$ cat config.mk
export PLATFORM = sky130hd
export DESIGN_NAME = utf8_repair_latin1_fallback_top
export DESIGN_NICKNAME = d
export VERILOG_FILES = /design/src/rtl/utf8r_pkg.sv /design/src/rtl/utf8r_front.sv /design/src/rtl/utf8r_back.sv /design/src/rtl/utf8_repair_latin1_fallback_top.sv
export VERILOG_INCLUDE_DIRS = /design/src /design/src/rtl
export SDC_FILE = /design/constraint.sdc
export NUM_CORES = 1
export LEC_CHECK = 0
export BUFFER_PORTS_ARGS = -buffer_cell sky130_fd_sc_hd__buf_2
export CAP_MARGIN = 0
export CORE_MARGIN = 4
export CORE_UTILIZATION = 24
export CTS_CLUSTER_SIZE = 12
export DETAILED_ROUTE_END_ITERATION = 6
export GPL_ROUTABILITY_DRIVEN = 0
export PLACE_DENSITY = 0.5
export SKIP_LAST_GASP = 1
export SYNTH_ARGS = -nofsm -noshare
export SYNTH_HDL_FRONTEND = slang
export SYNTH_HIERARCHICAL = 1
export SYNTH_SLANG_ARGS = --single-unit
$ cat constraint.sdc
create_clock -name i_clk -period 2.8 [get_ports i_clk]
set_input_delay 0.56 -clock i_clk [delete_from_list [all_inputs] [get_ports i_clk]]
set_output_delay 0.56 -clock i_clk [all_outputs]
set_load 0.01 [all_outputs]
$ cat src/rtl/utf8_repair_latin1_fallback_top_assert.svh
// assertion macros for the utf8 repair block
`ifndef UTF8_REPAIR_LATIN1_FALLBACK_TOP_ASSERT_SVH
`define UTF8_REPAIR_LATIN1_FALLBACK_TOP_ASSERT_SVH

// same-cycle implication, checked at every rising clock edge outside reset
`define UTF8R_ASSERT_IMP(label, ante, cons, msg) \
    label: assert property (@(posedge i_clk) disable iff (!i_rst_n) (ante) |-> (cons)) \
        else $error(msg);

// next-cycle implication
`define UTF8R_ASSERT_NXT(label, ante, cons, msg) \
    label: assert property (@(posedge i_clk) disable iff (!i_rst_n) (ante) |=> (cons)) \
        else $error(msg);

`endif

$ cat src/rtl/utf8r_pkg.sv
// shared types, byte classes and sequence checks for the utf8 repair block
package utf8r_pkg;

    typedef struct packed {
        logic [7:0] in_byte;
        logic       stream_end;
    } t_in_item;

    typedef struct packed {
        logic [7:0] out_byte;
        logic       run_last;
        logic       stream_done;
    } t_out_item;

    typedef enum logic [2:0] {
        CLS_ASCII,
        CLS_CONT,
        CLS_LEAD2,
        CLS_LEAD3,
        CLS_LEAD4,
        CLS_BAD
    } t_cls;

    typedef enum logic {
        ST_DECIDE,
        ST_EMIT
    } t_state;

    // item as it sits in the queue between front and back
    typedef struct packed {
        logic [7:0] in_byte;
        t_cls       cls;
        logic       stream_end;
    } t_qitem;

    // one held byte of the decode window
    typedef struct packed {
        logic [7:0] b;
        t_cls       cls;
    } t_went;

    typedef struct packed {
        logic [2:0] win_cnt;
        logic       busy;
    } t_bstat;

    localparam logic [7:0]  LEAD2_MIN = 8'hC2;
    localparam logic [7:0]  LEAD3_MIN = 8'hE0;
    localparam logic [7:0]  LEAD4_MIN = 8'hF0;
    localparam logic [7:0]  BAD_MIN   = 8'hF8;
    localparam logic [7:0]  CONT_MIN  = 8'h80;
    localparam logic [7:0]  CONT_END  = 8'hC0;
    localparam logic [15:0] CP3_MIN   = 16'h0800;
    localparam logic [20:0] CP4_MIN   = 21'h010000;
    localparam logic [20:0] CP4_END   = 21'h110000;

    function automatic t_cls classify(input logic [7:0] b);
        t_cls c;
        if (b < CONT_MIN) begin
            c = CLS_ASCII;
        end else if (b < CONT_END) begin
            c = CLS_CONT;
        end else if (b < LEAD2_MIN) begin
            c = CLS_BAD;
        end else if (b < LEAD3_MIN) begin
            c = CLS_LEAD2;
        end else if (b < LEAD4_MIN) begin
            c = CLS_LEAD3;
        end else if (b < BAD_MIN) begin
            c = CLS_LEAD4;
        end else begin
            c = CLS_BAD;
        end
        return c;
    endfunction

    // bytes a lead needs, zero for a byte that cannot start a sequence
    function automatic logic [2:0] need_of(input t_cls c);
        logic [2:0] n;
        case (c)
            CLS_ASCII: n = 3'd1;
            CLS_LEAD2: n = 3'd2;
            CLS_LEAD3: n = 3'd3;
            CLS_LEAD4: n = 3'd4;
            default:   n = 3'd0;
        endcase
        return n;
    endfunction

    // well-formedness of a complete sequence starting at w0
    function automatic logic seq_ok(input logic [2:0] need, input t_went w0,
                                    input t_went w1, input t_went w2, input t_went w3);
        logic [15:0] cp3;
        logic [20:0] cp4;
        logic        ok;
        cp3 = {w0.b[3:0], w1.b[5:0], w2.b[5:0]};
        cp4 = {w0.b[2:0], w1.b[5:0], w2.b[5:0], w3.b[5:0]};
        case (need)
            3'd1: ok = 1'b1;
            3'd2: ok = (w1.cls == CLS_CONT);
            3'd3: ok = (w1.cls == CLS_CONT) && (w2.cls == CLS_CONT) && (cp3 >= CP3_MIN);
            3'd4: ok = (w1.cls == CLS_CONT) && (w2.cls == CLS_CONT)
                       && (w3.cls == CLS_CONT) && (cp4 >= CP4_MIN) && (cp4 < CP4_END);
            default: ok = 1'b0;
        endcase
        return ok;
    endfunction

endpackage

$ cat src/rtl/utf8r_front.sv
// input side: classifies each byte and holds it in a two-entry queue
module utf8r_front (
    input  logic               i_clk,
    input  logic               i_rst_n,
    input  logic               i_in_valid,
    output logic               o_in_ready,
    input  utf8r_pkg::t_in_item i_in_data,
    output logic               o_q_valid,
    output utf8r_pkg::t_qitem  o_q_item,
    input  logic               i_q_pop
);

    utf8r_pkg::t_qitem r_q [2];
    logic              r_wp;
    logic              n_wp;
    logic              r_rp;
    logic              n_rp;
    logic [1:0]        r_cnt;
    logic [1:0]        n_cnt;
    logic              push;

    assign o_in_ready = (r_cnt != 2'd2);
    assign push       = i_in_valid && o_in_ready;
    assign o_q_valid  = (r_cnt != 2'd0);
    assign o_q_item   = r_q[r_rp];

    always_comb begin
        n_wp  = r_wp;
        n_rp  = r_rp;
        n_cnt = r_cnt;
        if (push) begin
            n_wp = ~r_wp;
        end
        if (i_q_pop) begin
            n_rp = ~r_rp;
        end
        if (push && !i_q_pop) begin
            n_cnt = r_cnt + 2'd1;
        end else if (!push && i_q_pop) begin
            n_cnt = r_cnt - 2'd1;
        end
    end

    always_ff @(posedge i_clk) begin
        if (!i_rst_n) begin
            r_wp  <= 1'b0;
            r_rp  <= 1'b0;
            r_cnt <= 2'd0;
        end else begin
            r_wp  <= n_wp;
            r_rp  <= n_rp;
            r_cnt <= n_cnt;
        end
    end

    always_ff @(posedge i_clk) begin
        if (push) begin
            r_q[r_wp] <= '{in_byte:    i_in_data.in_byte,
                           cls:        utf8r_pkg::classify(i_in_data.in_byte),
                           stream_end: i_in_data.stream_end};
        end
    end

endmodule

$ cat src/rtl/utf8r_back.sv
// decode: holds the window, decides each sequence, then sends a byte per ready cycle
module utf8r_back (
    input  logic                 i_clk,
    input  logic                 i_rst_n,
    input  logic                 i_q_valid,
    input  utf8r_pkg::t_qitem    i_q_item,
    output logic                 o_q_pop,
    output logic                 o_out_valid,
    input  logic                 i_out_ready,
    output utf8r_pkg::t_out_item o_out_data,
    output utf8r_pkg::t_bstat    o_stat
);

    utf8r_pkg::t_state    r_state;
    utf8r_pkg::t_state    n_state;
    utf8r_pkg::t_went     r_w [4];
    utf8r_pkg::t_went     n_w [4];
    logic [2:0]           r_n;
    logic [2:0]           n_n;
    logic                 r_end;
    logic                 n_end;
    logic                 r_ok;
    logic                 n_ok;
    logic [2:0]           r_left;
    logic [2:0]           n_left;
    logic                 r_ov;
    logic                 n_ov;
    utf8r_pkg::t_out_item r_od;
    utf8r_pkg::t_out_item n_od;

    logic [2:0] need0;
    logic       hold;
    logic       ok0;
    logic       emit_fire;
    logic       fin;
    logic       last_next;
    logic [7:0] out_b;

    assign need0     = utf8r_pkg::need_of(r_w[0].cls);
    // window empty, or a lead still waiting for its continuation bytes
    assign hold      = (r_n == 3'd0) || ((need0 > r_n) && !r_end);
    assign ok0       = (need0 <= r_n) && utf8r_pkg::seq_ok(need0, r_w[0], r_w[1], r_w[2], r_w[3]);
    assign emit_fire = (r_state == utf8r_pkg::ST_EMIT) && (!r_ov || i_out_ready);
    assign fin       = (r_left == 3'd1);
    // after this shift nothing more comes out for the current item
    assign last_next = (r_n == 3'd1)
                       || ((utf8r_pkg::need_of(r_w[1].cls) > (r_n - 3'd1)) && !r_end);
    assign out_b     = r_ok ? r_w[0].b
                     : (fin ? {2'b10, r_w[0].b[5:0]} : {6'b110000, r_w[0].b[7:6]});

    assign o_q_pop     = (r_state == utf8r_pkg::ST_DECIDE) && hold && i_q_valid;
    assign o_out_valid = r_ov;
    assign o_out_data  = r_od;
    assign o_stat      = '{win_cnt: r_n, busy: (r_state == utf8r_pkg::ST_EMIT)};

    // next state
    always_comb begin
        n_state = r_state;
        case (r_state)
            utf8r_pkg::ST_DECIDE: begin
                if (!hold) begin
                    n_state = utf8r_pkg::ST_EMIT;
                end
            end
            utf8r_pkg::ST_EMIT: begin
                if (emit_fire && fin) begin
                    n_state = utf8r_pkg::ST_DECIDE;
                end
            end
            default: n_state = utf8r_pkg::ST_DECIDE;
        endcase
    end

    // window, decision and output register
    always_comb begin
        n_w    = r_w;
        n_n    = r_n;
        n_end  = r_end;
        n_ok   = r_ok;
        n_left = r_left;
        n_od   = r_od;
        n_ov   = r_ov;
        if (emit_fire) begin
            n_ov = 1'b1;
        end else if (i_out_ready) begin
            n_ov = 1'b0;
        end
        if (o_q_pop) begin
            for (int i = 0; i < 4; i++) begin
                if (r_n[1:0] == i[1:0]) begin
                    n_w[i] = '{b: i_q_item.in_byte, cls: i_q_item.cls};
                end
            end
            n_n   = r_n + 3'd1;
            n_end = i_q_item.stream_end;
        end
        if ((r_state == utf8r_pkg::ST_DECIDE) && !hold) begin
            n_ok   = ok0;
            n_left = ok0 ? need0 : 3'd2;
        end
        if (emit_fire) begin
            n_od.out_byte    = out_b;
            n_od.run_last    = fin && last_next;
            n_od.stream_done = fin && last_next && r_end;
            n_left           = r_left - 3'd1;
            // good sequences drain a byte per transfer, a fallback byte after its pair
            if (r_ok || fin) begin
                for (int i = 0; i < 3; i++) begin
                    n_w[i] = r_w[i + 1];
                end
                n_n = r_n - 3'd1;
            end
        end
    end

    always_ff @(posedge i_clk) begin
        if (!i_rst_n) begin
            r_state <= utf8r_pkg::ST_DECIDE;
            r_n     <= 3'd0;
            r_ov    <= 1'b0;
        end else begin
            r_state <= n_state;
            r_n     <= n_n;
            r_ov    <= n_ov;
        end
    end

    always_ff @(posedge i_clk) begin
        r_w    <= n_w;
        r_end  <= n_end;
        r_ok   <= n_ok;
        r_left <= n_left;
        r_od   <= n_od;
    end

endmodule

$ cat src/rtl/utf8_repair_latin1_fallback_top.sv
// utf8 check and repair with latin-1 fallback: the last input byte of a completed sequence
// passes the input queue, window load, decide and output register before the first output byte
// throughput: bytes load into the window only in the decide state, and each decided sequence
// then emits its output bytes, so no new byte enters the window while a sequence is sent
// the decide/emit sequencer in the back end and its single output register set the rate
// synchronous active-low reset empties the queue, the window and the output register
module utf8_repair_latin1_fallback_top (
    input  logic                 i_clk,
    input  logic                 i_rst_n,
    input  logic                 i_in_valid,
    output logic                 o_in_ready,
    input  utf8r_pkg::t_in_item  i_in_data,
    output logic                 o_out_valid,
    input  logic                 i_out_ready,
    output utf8r_pkg::t_out_item o_out_data
);

`include "utf8_repair_latin1_fallback_top_assert.svh"

    logic              q_valid;
    logic              q_pop;
    utf8r_pkg::t_qitem q_item;
    utf8r_pkg::t_bstat bstat;

    utf8r_front u_front (
        .i_clk      (i_clk),
        .i_rst_n    (i_rst_n),
        .i_in_valid (i_in_valid),
        .o_in_ready (o_in_ready),
        .i_in_data  (i_in_data),
        .o_q_valid  (q_valid),
        .o_q_item   (q_item),
        .i_q_pop    (q_pop)
    );

    utf8r_back u_back (
        .i_clk       (i_clk),
        .i_rst_n     (i_rst_n),
        .i_q_valid   (q_valid),
        .i_q_item    (q_item),
        .o_q_pop     (q_pop),
        .o_out_valid (o_out_valid),
        .i_out_ready (i_out_ready),
        .o_out_data  (o_out_data),
        .o_stat      (bstat)
    );

    `UTF8R_ASSERT_IMP(a_pop_has_item, q_pop, q_valid, "pop from empty queue")
    `UTF8R_ASSERT_IMP(a_win_bound, 1'b1, bstat.win_cnt <= 3'd4, "window overflow")
    `UTF8R_ASSERT_IMP(a_done_is_last, o_out_valid && o_out_data.stream_done,
                      o_out_data.run_last, "stream end byte not marked last of run")
    `UTF8R_ASSERT_NXT(a_pop_grows_window, q_pop && !bstat.busy,
                      bstat.win_cnt != 3'd0, "window empty right after a load")

endmodule
# Yosys cells after proc, flatten, opt, wreduce, memory -nomap -nowiden
# Memory sizes are Yosys's and may differ from the RTL's. A register that Yosys moved wholly into a read port is not among the register bits.
# Cells that the tools add are included.
[op_classes]
n_eq_ne = 19
bitwise = 3
mux = 36
magnitude_cmp = 12
n_addsub = 5
reduce_logical = 36
[op_table]
columns = ["operator", "count"]
rows = [
  ["$mux 33", 2],
  ["$lt 8x8->1 const B", 6],
  ["$mux 11", 4],
  ["$mux 44", 1],
  ["$mux 3", 12],
  ["$pmux 3 s4", 2],
  ["$ge 21x17->1 const B", 1],
  ["$lt 21x21->1 const B", 1],
  ["$eq 3x1->1 const B", 6],
  ["$eq 3x2->1 const B", 6],
  ["$logic_and 1x1->1", 18],
  ["$ge 16x12->1 const B", 1],
  ["$eq 3x3->1 const B", 3],
  ["$logic_not 3->1", 3],
  ["$mux 1", 9],
  ["$mux 8", 1],
  ["$reduce_bool 2->1", 4],
  ["$mux 7", 1],
  ["$gt 3x3->1", 2],
  ["$sub 3x1->3 const B", 2],
  ["$logic_not 1->1", 5],
  ["$eq 2x2->1 const B", 2],
  ["$logic_or 1x1->1", 4],
  ["$mux 2", 2],
  ["11 further kinds", 13],
]
[totals]
n_memories = 1
reg_bits = 68
ramBits = 24
wordCells = 132
inputBits = 13
out_inout_bits = 12
[mem_list]
columns = ["memory", "depth", "width", "read_ports", "rd_clocked_by_memory_dff", "wr", "line", "source"]
rows = [
  ["u_front.r_q", 2, 12, 1, 1, 1, "utf8r_front.sv:13", "utf8r_pkg::t_qitem r_q [2];"],
]

# Longest topological paths before layout
# Gate-level depths: netlist of the first run.
[logic_depth]
ltp_word = 10
mapped_depth = 14
ltp_nobuf = 13

# Cells and area by module
# The synthesis of the first run kept the hierarchy.
[by_module_without_submodules]
columns = ["mod", "cells_per_inst", "seq_area_each_um2", "n_inst", "area_per_inst_um2"]
rows = [
  ["utf8r_back", 284, 1541.5, 1, 2979.1],
  ["utf8r_front", 72, 820.8, 1, 1137.3],
]

# Worst setup path before layout of the first run
# Ideal clock, no wire load.
[synth_timing]
path_type = "reg-to-reg"
startpoint = "register u_back/r_w[33] (netlist name)"
endpoint = "register u_front.r_cnt[1]"
required_ns = 2.730
synth_period_minus_slack_ns = 2.854
slack_ns = -0.054
stages_incl_launch_ff = 14
setup_ns = 0.070
path_buffers = 1
arrival_time_ns = 2.785
path_cell_list = "dfxtp_1 > or2_2 > a21oi_1 > inv_1 > ha_1 > a211oi_1 > o221a_2 > or2_1 > buf_2 > and2_1 > inv_1 > ha_1 > or3_1 > a21oi_1"
[synth_between]
elab_chain_len = 10
word_cells_on_any_way = 15
cone_classes = "order compare: 1; eq/ne: 3; mux: 2; reduce/logical: 9"
[synth_rtl]
columns = ["item", "line", "source"]
rows = [
  ["start: declaration", "utf8r_back.sv:16", "utf8r_pkg::t_went r_w [4];"],
  ["start signal: assignment", "utf8r_back.sv:129", "r_w <= n_w;"],
  ["$eq 3x3->1, or another cell as far along", "utf8r_pkg.sv:80", "case (c)"],
  ["$pmux 3 s4 *", "utf8r_pkg.sv:80", ""],
  ["$gt 3x3->1 *", "utf8r_back.sv:41", "assign hold = (r_n == 3'd0) || ((need0 > r_n) && !r_end);"],
  ["$logic_and 1x1->1 *", "utf8r_back.sv:41", ""],
  ["$logic_or 1x1->1 *", "utf8r_back.sv:41", ""],
  ["$logic_and 1x1->1 * (2 in series)", "utf8r_back.sv:51", "assign o_q_pop = (r_state == utf8r_pkg::ST_DECIDE) && hold && i_q_valid;"],
  ["via q_pop", "utf8_repair_latin1_fallback_top.sv:21", "logic q_pop;"],
  ["$logic_not 1->1", "utf8r_front.sv:37", "if (push && !i_q_pop) begin"],
  ["$logic_and 1x1->1", "utf8r_front.sv:37", ""],
  ["$mux 2 / $reduce_bool 2->1 (equally long branches)", "--", ""],
  ["end signal: assignment", "utf8r_front.sv:52", "r_cnt <= n_cnt;"],
  ["end: declaration", "utf8r_front.sv:18", "logic [1:0] r_cnt;"],
]
# The timed path passes the listed nets; every way through them passes the cells marked *.
# A chain may end at the register's enable or synchronous reset.

# Final worst setup path of the first run
[layout_timing]
startpoint = "register u_back/r_w[34] (netlist name)"
endpoint = "register u_front.r_cnt[1]"
# The elaborated chain is that of the path after synthesis.

==> results of run 1 <==
## flip-flops by register name, indices dropped and copies added, names as in the netlist, named ones only
signal	cells
u_back/o_out_data	10
u_front/r_rp	1
u_front/r_wp	1
u_back/r_ok	1
u_back/r_n	3
u_back/r_state	1
u_back/r_w	44
u_back/r_left	3
u_front/r_q	24
u_front/r_cnt	2
u_back/o_out_valid	1
u_back/r_end	1
## area by class of cell
type	count	area (um2)	share of cell area
Inverter	12	45.0	0.00918
Sequential cell	93	2360	0.482
Tap cell	220	275	0.0561
Timing Repair Buffer	38	238	0.0484
Clock inverter	7	80.1	0.0163
Clock buffer	9	225	0.0459
Multi-Input combinational cell	237	1680	0.342
## worst paths after layout
path	slack (ps)	end	from	cells after the start
setup / recovery	100	u_front/r_cnt[1]$_SDFFE_PN0P_	u_back/r_w[34]$_DFF_P_	11
hold / removal	400	u_front/r_q[0][4]$_DFFE_PP_	i_in_data[1]	1
setup reg to reg	100	u_front/r_cnt[1]$_SDFFE_PN0P_	u_back/r_w[34]$_DFF_P_	11
hold reg to reg	490	u_back/r_w[37]$_DFF_P_	u_back/r_w[26]$_DFF_P_	2
## through the flow
step | util | cell area, um2 | hold WS, ps
final | 0.294 | 4910 | 402
after global routing | 0.294 | 4910 | 386
after CTS | 0.292 | 4870 | 390
after detailed placement | 0.272 | 4540 | 471
after global placement | 0.272 | 4540 | 467
after floorplan | - | 4120 | 461
## routing by layer
metal / vias to the layer above / GRT usage
met2: 47 / 0.126
met4: 0 / 0.0314
met5: - / 0
li1: 1346 / -
met1: 1209 / 0.114
met3: 6 / 0.0283
## report_power, final
part           internal, mW  switching, mW
clock                 0.706          0.533
combinational         0.912          0.990
sequential             1.91          0.276
total                  3.53           1.80
## worst max-delay path, stage by stage, from the launching register on
cell     delay, ps
dfxtp_2        330
buf_4          140
and2b_1        170
ha_1           310
nor2b_1        160
o221a_2        270
or2_1          260
and2_4         180
inv_1           90
ha_4           210
or3_1          380
a21oi_2        130
## timing repair
action	in CTS	in global routing
gates resized for setup	2	5
pin swaps	2	3
hold endpoints to repair	0	0
setup endpoints to repair	1	1
setup buffers	1	2
## placed cells by master (no fill, tap or decap), types with 10 or more instances in the layout
cell type / n
buf_2: 24
edfxtp_1: 50
nand2_1: 15
buf_4: 13
nor2_1: 45
dfxtp_1: 41
mux2i_1: 35
nor2b_1: 10
mux2_1: 11
a21oi_1: 38
inv_1: 11
ha_1: 11
==> metrics.cfg, run 1 <==
[critical_path]
cp-start-kind = flip-flop
setup.worst_path.class = reg -> reg
critPathArrivalTime_ps = 2980
end_kind = flip-flop
required_ps = 3080
path_max_fanout = 6

[finish]
fillers = 1759
n_antenna_cell = 0
finalNetCount = 417
instances_no_fill = 616
area_delta_synth_final_pct = 19.5
drive_gt1_frac = 0.179

[timing]
rsz0062_at_grt = false
setup_violations = 0
tightest_slew_ps = 581
maxSlewViolCount = 0
fin_crit_sh = 0.965
period_minus_slack_ps = 2700
finalHoldViolCount = 0
setup_ws_ps = 98.6
finalSetupTns_ps = 0
max_slew_margin = 0.611
max_freq_mhz = 370
fin_skew_ps = 8.46

[placement]
dpl.hpwl_mm = 5.62
dp_cells = 597
io_buffers = 24
pre_cts_ws_ps = -40.5

[routing]
routedWlPerCell_um = 12.8
drtIter0Drc = 137
drtPass1Iterations = 4
dr_wl_met2_mm = 3.47
drc = 0
viasPerCell = 4.23
wl_met3_um = 275
drt-met1-wl_mm = 4.03
maxUsedRoutingLayer = met4
antenna_left = 0
drt-total-wl_mm = 7.86
via_count = 2608

[die]
rows = 47
start_util = 0.246
die_x_um = 139
ios = 25
core_area_um2 = 16700
die_h_um = 139
die_area_um2 = 19300

[hold_path]
hold_class = in -> reg

[pwr]
power.density_nw_per_um2 = 1080
finalPower_mw = 5.32
p_leak_nw = 1.96
ir_drop_v = 0.000368

[cts]
cts_num_sinks = 93
path_clk_slew_ps = 70
cts.hold.buffers_added = 0
cts_root_buf = clkbuf_16
clk_path_buf_depth = 2
clock_latency_ps = 340
tritoncts = done
numCtsBuffers = 9
htreeDepth = 3

[flow_run]
cap_viol_max_count = 0

[global_route]
grt_max_degree = 33
antenna_found_initial = 0
globalRouteOverflowTotal = 0
grt_pass1_vias = 2600
grtUsageTotal = 0.0846
grt_pass1_wl_mm = 13.2

[yosys]
yosys_warnings = 6
syn_nets = 381
avgSynthCellArea_um2 = 11.6
netlist_area_um2 = 4110
synth_cells = 355

[outcome]
status = finished, final reports clean

Power figures use the tool's default switching activity.
==> inputs of run 2 (changes only) <==
--- a/config.mk
+++ b/config.mk
@@ -9,11 +9,11 @@
 export BUFFER_PORTS_ARGS = -buffer_cell sky130_fd_sc_hd__buf_2
 export CAP_MARGIN = 0
 export CORE_MARGIN = 4
-export CORE_UTILIZATION = 24
+export CORE_UTILIZATION = 35
 export CTS_CLUSTER_SIZE = 12
 export DETAILED_ROUTE_END_ITERATION = 6
 export GPL_ROUTABILITY_DRIVEN = 0
-export PLACE_DENSITY = 0.5
+export PLACE_DENSITY = 0.63
 export SKIP_LAST_GASP = 1
 export SYNTH_ARGS = -nofsm -noshare
 export SYNTH_HDL_FRONTEND = slang
==> run 2 against run 1 <==
  * Combinational power about the same
  * Critical path type unchanged
  * Design area down 2.8%
  * First-iteration DRC count decreased by 8.8%
  * Setup slack worse by 14 ps
  * Clock skew barely moved
  * Fmax fell by 0.50%
  * Register-to-register slack hardly changed
  * Largest cell class unchanged
  * Critical path depth down 1
  * Count of clock-buffer cells in the layout rose by 1
  * Via count is 0.15% higher
==> metrics.cfg, run 2 (synthesized netlist as in run 1, its figures left out) <==
[critical_path]
r2r-start = u_back/r_w[35]$_DFF_P_
crit_chain = and2b_1 > ha_1 > nor2b_1 > o221a_2 > or2_1 > and2_4 > inv_1 > ha_4 > or3_1 > a21oi_1
required_ps = 3070
cp-start-kind = flip-flop
reg2reg_depth = 10
end_kind = flip-flop
slowest_delay_ps = 430
cp_top_family = simple AND/OR/NAND/NOR gates
critical_path.slowest_cell = dfxtp_1
path_max_fanout = 6
setup.worst_path.class = reg -> reg
reg2reg_slack_ps = 80
cp.depth = 10
crit_buf_inv = 1
critPathArrivalTime_ps = 2980
r2r_end = u_front/r_cnt[1]$_SDFFE_PN0P_

[cts]
path_clk_slew_ps = 70
htreeDepth = 3
cts_root_buf = clkbuf_16
tritoncts = done
cts_num_sinks = 93
clk_path_buf_depth = 2
cts.hold.buffers_added = 0
clock_latency_ps = 340
numCtsBuffers = 9

[global_route]
grtUsageTotal = 0.115
antenna_found_initial = 0
grt_max_degree = 25
grt_pass1_vias = 2511
globalRouteOverflowTotal = 0
grt_pass1_wl_mm = 12.2

[routing]
drt-total-wl_mm = 7.29
drc = 0
antenna_left = 0
routedWlPerCell_um = 13.5
viasPerCell = 4.85
drtPass1Iterations = 4
drtIter0Drc = 125
via_count = 2612

[die]
die_area_um2 = 13500
die_h_um = 116
die_x_um = 116
ios = 25
core_area_um2 = 11500
rows = 39
start_util = 0.358

[finish]
mostFrequentLayoutCell = edfxtp_1
fin_util = 0.416
most-common-layout-cells = edfxtp_1, nor2_1, dfxtp_1, a21oi_1, mux2i_1
largest_reg_flops = 44
drive_gt1_frac = 0.167
fillers = 1081
top_register = u_back/r_w
area_delta_synth_final_pct = 16.2
n_antenna_cell = 0
finalNetCount = 417

[timing]
setup_violations = 0
fin_crit_sh = 0.970
fin_skew_ps = 8.39
maxSlewViolCount = 0
tightest_slew_ps = 608
max_freq_mhz = 368
period_minus_slack_ps = 2720
finalHoldViolCount = 0
hold_slack_ps = 410
max_slew_margin = 0.593

[hold_path]
hold-path-cell-count = 1
min_delay_worst_endpoint = u_front/r_q[1][4]$_DFFE_PP_
hold_class = in -> reg
min_from = i_in_data[1]

[outcome]
status = finished, final reports clean

[pwr]
ir_drop_v = 0.000363
power.density_nw_per_um2 = 1090
p_leak_nw = 1.95

[placement]
dpl.hpwl_mm = 5.11
io_buffers = 24

[flow_run]
cap_viol_max_count = 0

-- run 2: changes by cell type in the layout (fill, tap and decap cells not counted) --
cell        change
dfxtp_1         +2
clkinvlp_4      -1
dfxtp_2         -2
clkbuf_1        +1
a21oi_1         +1
bufinv_16       -1
clkinv_1        +1
or2_2           +1
or2_4           -1
a21oi_2         -1
-- run 2: layer usage --
metal | vias up | global-route usage | wire (um)
li1 | 1352 | - | -
met5 | - | 0 | 0
met1 | 1199 | 0.158 | 3610
met3 | 4 | 0.0280 | 356
met4 | 0 | 0.0394 | 33
met2 | 57 | 0.177 | 3290
-- run 2: final cells by class --
class,instances,area [um2],area share
Clock buffer,10,229,0.0480
Clock inverter,6,46.3,0.00970
Inverter,12,45.0,0.00944
Multi-Input combinational cell,237,1670,0.351
Sequential cell,93,2360,0.495
Tap cell,143,179,0.0375
Timing Repair Buffer,38,238,0.0498
-- run 2: how the worst max path moves through the flow --
stage,from,endpoint,slack [ps]
2_1_floorplan,u_back/r_w[33]$_DFF_P_,u_front/r_cnt[1]$_SDFFE_PN0P_,6
3_3_place_gp,u_back/r_w[33]$_DFF_P_,u_front/r_cnt[1]$_SDFFE_PN0P_,60
3_5_place_dp,u_back/r_w[34]$_DFF_P_,u_front/r_cnt[1]$_SDFFE_PN0P_,-20
4_1_cts,u_back/r_w[34]$_DFF_P_,u_front/r_cnt[1]$_SDFFE_PN0P_,30
5_1_grt,u_back/r_w[35]$_DFF_P_,u_front/r_cnt[1]$_SDFFE_PN0P_,-20
6_report,u_back/r_w[35]$_DFF_P_,u_front/r_cnt[1]$_SDFFE_PN0P_,80
-- run 2: repair_timing --
item / 4_1_cts / 5_1_grt
gates cloned: 0 / 0
setup buffers: 1 / 2
pin swaps: 0 / 1
resized for setup: 1 / 2
setup endpoints to repair: 1 / 1
-- run 2: power by group --
| part | internal, mW | total, mW | leakage [nW] | switching (mW) |
|---|---|---|---|---|
| Clock | 0.613 | 1.13 | 0.137 | 0.513 |
| Sequential | 1.90 | 2.18 | 0.822 | 0.279 |
| Combinational | 0.910 | 1.90 | 0.988 | 0.988 |
-- run 2: metrics by stage --
stage          cells  worst slack (ps)  cell area [um2]  total power, mW  setup TNS, ps
2_1_floorplan    355              5.93             4120             3.55              0
3_3_place_gp     520              59.2             4450             3.94              0
3_5_place_dp     520             -22.3             4450             4.01          -22.3
4_1_cts          537              31.5             4730             5.19              0
5_1_grt          539             -15.3             4770             5.59          -15.3
6_report         539              84.9             4770             5.21              0
-- run 2: worst reg2reg max path, delay by kind of cell, from the launching register on --
family / cells / cell delay (ps)
AND/OR/NAND/NOR: 5 / 1210
flip-flops: 1 / 430
AO/OA/AOI/OAI: 2 / 390
buffers and inverters: 1 / 90
adder cells (fa/ha/maj): 2 / 540
==> inputs of run 3 (changes only) <==
==> constraint.sdc (replaced) <==
create_clock -name i_clk -period 2.8 [get_ports i_clk]
set_input_delay 0.14 -clock i_clk [delete_from_list [all_inputs] [get_ports i_clk]]
set_output_delay 0.14 -clock i_clk [all_outputs]
set_load 0.01 [all_outputs]
==> run 3 against run 2 <==
  * Clock power rose by 4%
  * Count of clock-buffer cells in the layout up 1
  * Clock skew fell by 3.2 ps
  * Sequential power about the same
  * Final cell count grew 0.19%
  * Hold slack got worse by 390 ps
  * Core utilization is 0.25 points higher
  * First-iteration DRC count fell by 11%
  * Global-route usage about the same
  * Largest cell class unchanged
==> metrics.cfg, run 3 (synthesized netlist as in run 1, its figures left out) <==
[pwr]
power_frac_seq = 0.418
combPwrFrac = 0.355
p_leak_nw = 1.94
intPower_mw = 3.49
switching_share = 0.332
power.density_nw_per_um2 = 1090
p_sw_mw = 1.74
p_clk_frac = 0.227
ir_drop_v = 0.000394

[placement]
io_buffers = 24
dpl.hpwl_mm = 5.04
dp_cells = 518
pre_cts_ws_ps = -20.2

[global_route]
antenna_found_initial = 0
globalRouteOverflowTotal = 0
grtUsageTotal = 0.115
grt_pass1_vias = 2495
grt_max_degree = 67
grt_pass1_wl_mm = 12.2

[outcome]
status = finished, final reports clean

[finish]
most-common-layout-cells = edfxtp_1, nor2_1, dfxtp_1, a21oi_1, mux2i_1
top_register = u_back/r_w
largest_reg_flops = 44
mostFrequentLayoutCell = edfxtp_1
finalNetCount = 418
n_antenna_cell = 0
area_delta_synth_final_pct = 16.9
instances_no_fill = 540
drive_gt1_frac = 0.164

[timing]
fin_crit_sh = 0.955
period_minus_slack_ps = 2670
maxSlewViolCount = 0
setup_ws_ps = 126
setup_violations = 0
rsz0062_at_grt = false
tightest_slew_ps = 605
finalHoldViolCount = 0
fin_skew_ps = 5.21
max_freq_mhz = 374
max_slew_margin = 0.596

[routing]
via_count = 2539
drtPass1Iterations = 4
drtIter0Drc = 111
viasPerCell = 4.70
drc = 0
antenna_left = 0
routedWlPerCell_um = 13.3
drt-total-wl_mm = 7.20

[critical_path]
path_max_fanout = 5
setup.worst_path.class = reg -> reg
cp-start-kind = flip-flop
end_kind = flip-flop
critPathArrivalTime_ps = 2940
required_ps = 3070

[die]
die_area_um2 = 13500
ios = 25
die_x_um = 116
die_h_um = 116
start_util = 0.358
rows = 39
core_area_um2 = 11500

[hold_path]
hold_class = in -> reg

[cts]
path_clk_slew_ps = 60
cts_root_buf = clkbuf_16
clk_path_buf_depth = 2
clock_latency_ps = 330
tritoncts = done
cts_num_sinks = 93
htreeDepth = 3
numCtsBuffers = 9

[flow_run]
cap_viol_max_count = 0

[run 3: cell types whose count changed in the layout (fill, tap and decap cells not counted), sizes merged]
cell	delta
buf	-3
bufinv	+1
clkbuf	+1
clkinv	-1
clkinvlp	+2
dlygate4sd3	+4
inv	-3
[run 3: path summary, 6_finish.rpt]
check,startpoint,endpoint,slack [ps],depth (start not counted)
max reg2reg,u_back/r_w[34]$_DFF_P_,u_front/r_cnt[1]$_SDFFE_PN0P_,130,11
max,u_back/r_w[34]$_DFF_P_,u_front/r_cnt[1]$_SDFFE_PN0P_,130,11
min,i_in_data[8],u_front/r_q[0][11]$_DFFE_PP_,20,1
min reg2reg,u_back/r_w[4]$_DFFE_PP_,u_back/r_w[15]$_DFF_P_,490,2
[run 3: timing repair]
action,4_1_cts,5_1_grt
endpoints found under the setup margin,1,1
hold buffers,4,0
cloned,0,0
buffers inserted,1,1
pin swaps,0,3
hold endpoints to repair,8,0
gates resized for setup,1,5
[run 3: metal layers]
layer  vias to the layer above  track usage  wire, um
li1                       1342            -         -
met1                      1149        0.158      3620
met2                        41        0.174      3140
met3                         7       0.0347       362
met4                         0       0.0325        69
met5                         -            0         0
[run 3: through the flow]
| stage | hold WS, ps | utilization | instance area, um2 | setup TNS (ps) | total power, mW |
|---|---|---|---|---|---|
| after global placement | 328 | 0.385 | 4420 | 0 | 3.92 |
| after detailed placement | 332 | 0.385 | 4420 | -20.2 | 3.98 |
| after floorplan | 239 | - | 4120 | 0 | 3.55 |
| final | 16.6 | 0.419 | 4800 | 0 | 5.23 |
| after global routing | 6.21 | 0.419 | 4800 | 0 | 5.61 |
| after CTS | 1.64 | 0.415 | 4760 | 0 | 5.23 |
[run 3: power by group through the flow]
stage | Clock (mW) | Combinational, mW | Sequential [mW]
global route | 1.28 | 2.08 | 2.25
finish | 1.18 | 1.86 | 2.19
CTS | 1.23 | 1.82 | 2.18
global placement | 0 | 1.72 | 2.19
floorplan | 0 | 1.40 | 2.15
detailed placement | 0 | 1.77 | 2.21
[run 3: area by class of cell]
cell class | instances | area [um2]
fill | 1069 | 6670
multi-input combinational | 237 | 1680
timing repair buffer | 39 | 243
clock inverter | 5 | 58.8
inverter | 12 | 45.0
sequential | 93 | 2360
clock buffer | 11 | 233
tap | 143 | 179
[run 3: critical path: stages, from the launching register on]
cell and delay [ps]:
dfxtp_1 330, buf_4 150, and2b_1 170, ha_1 310, nor2b_1 160, o221a_2 260, or2_1 230, and2_4 180
inv_1 90, ha_4 220, or3_1 380, a21oi_2 130
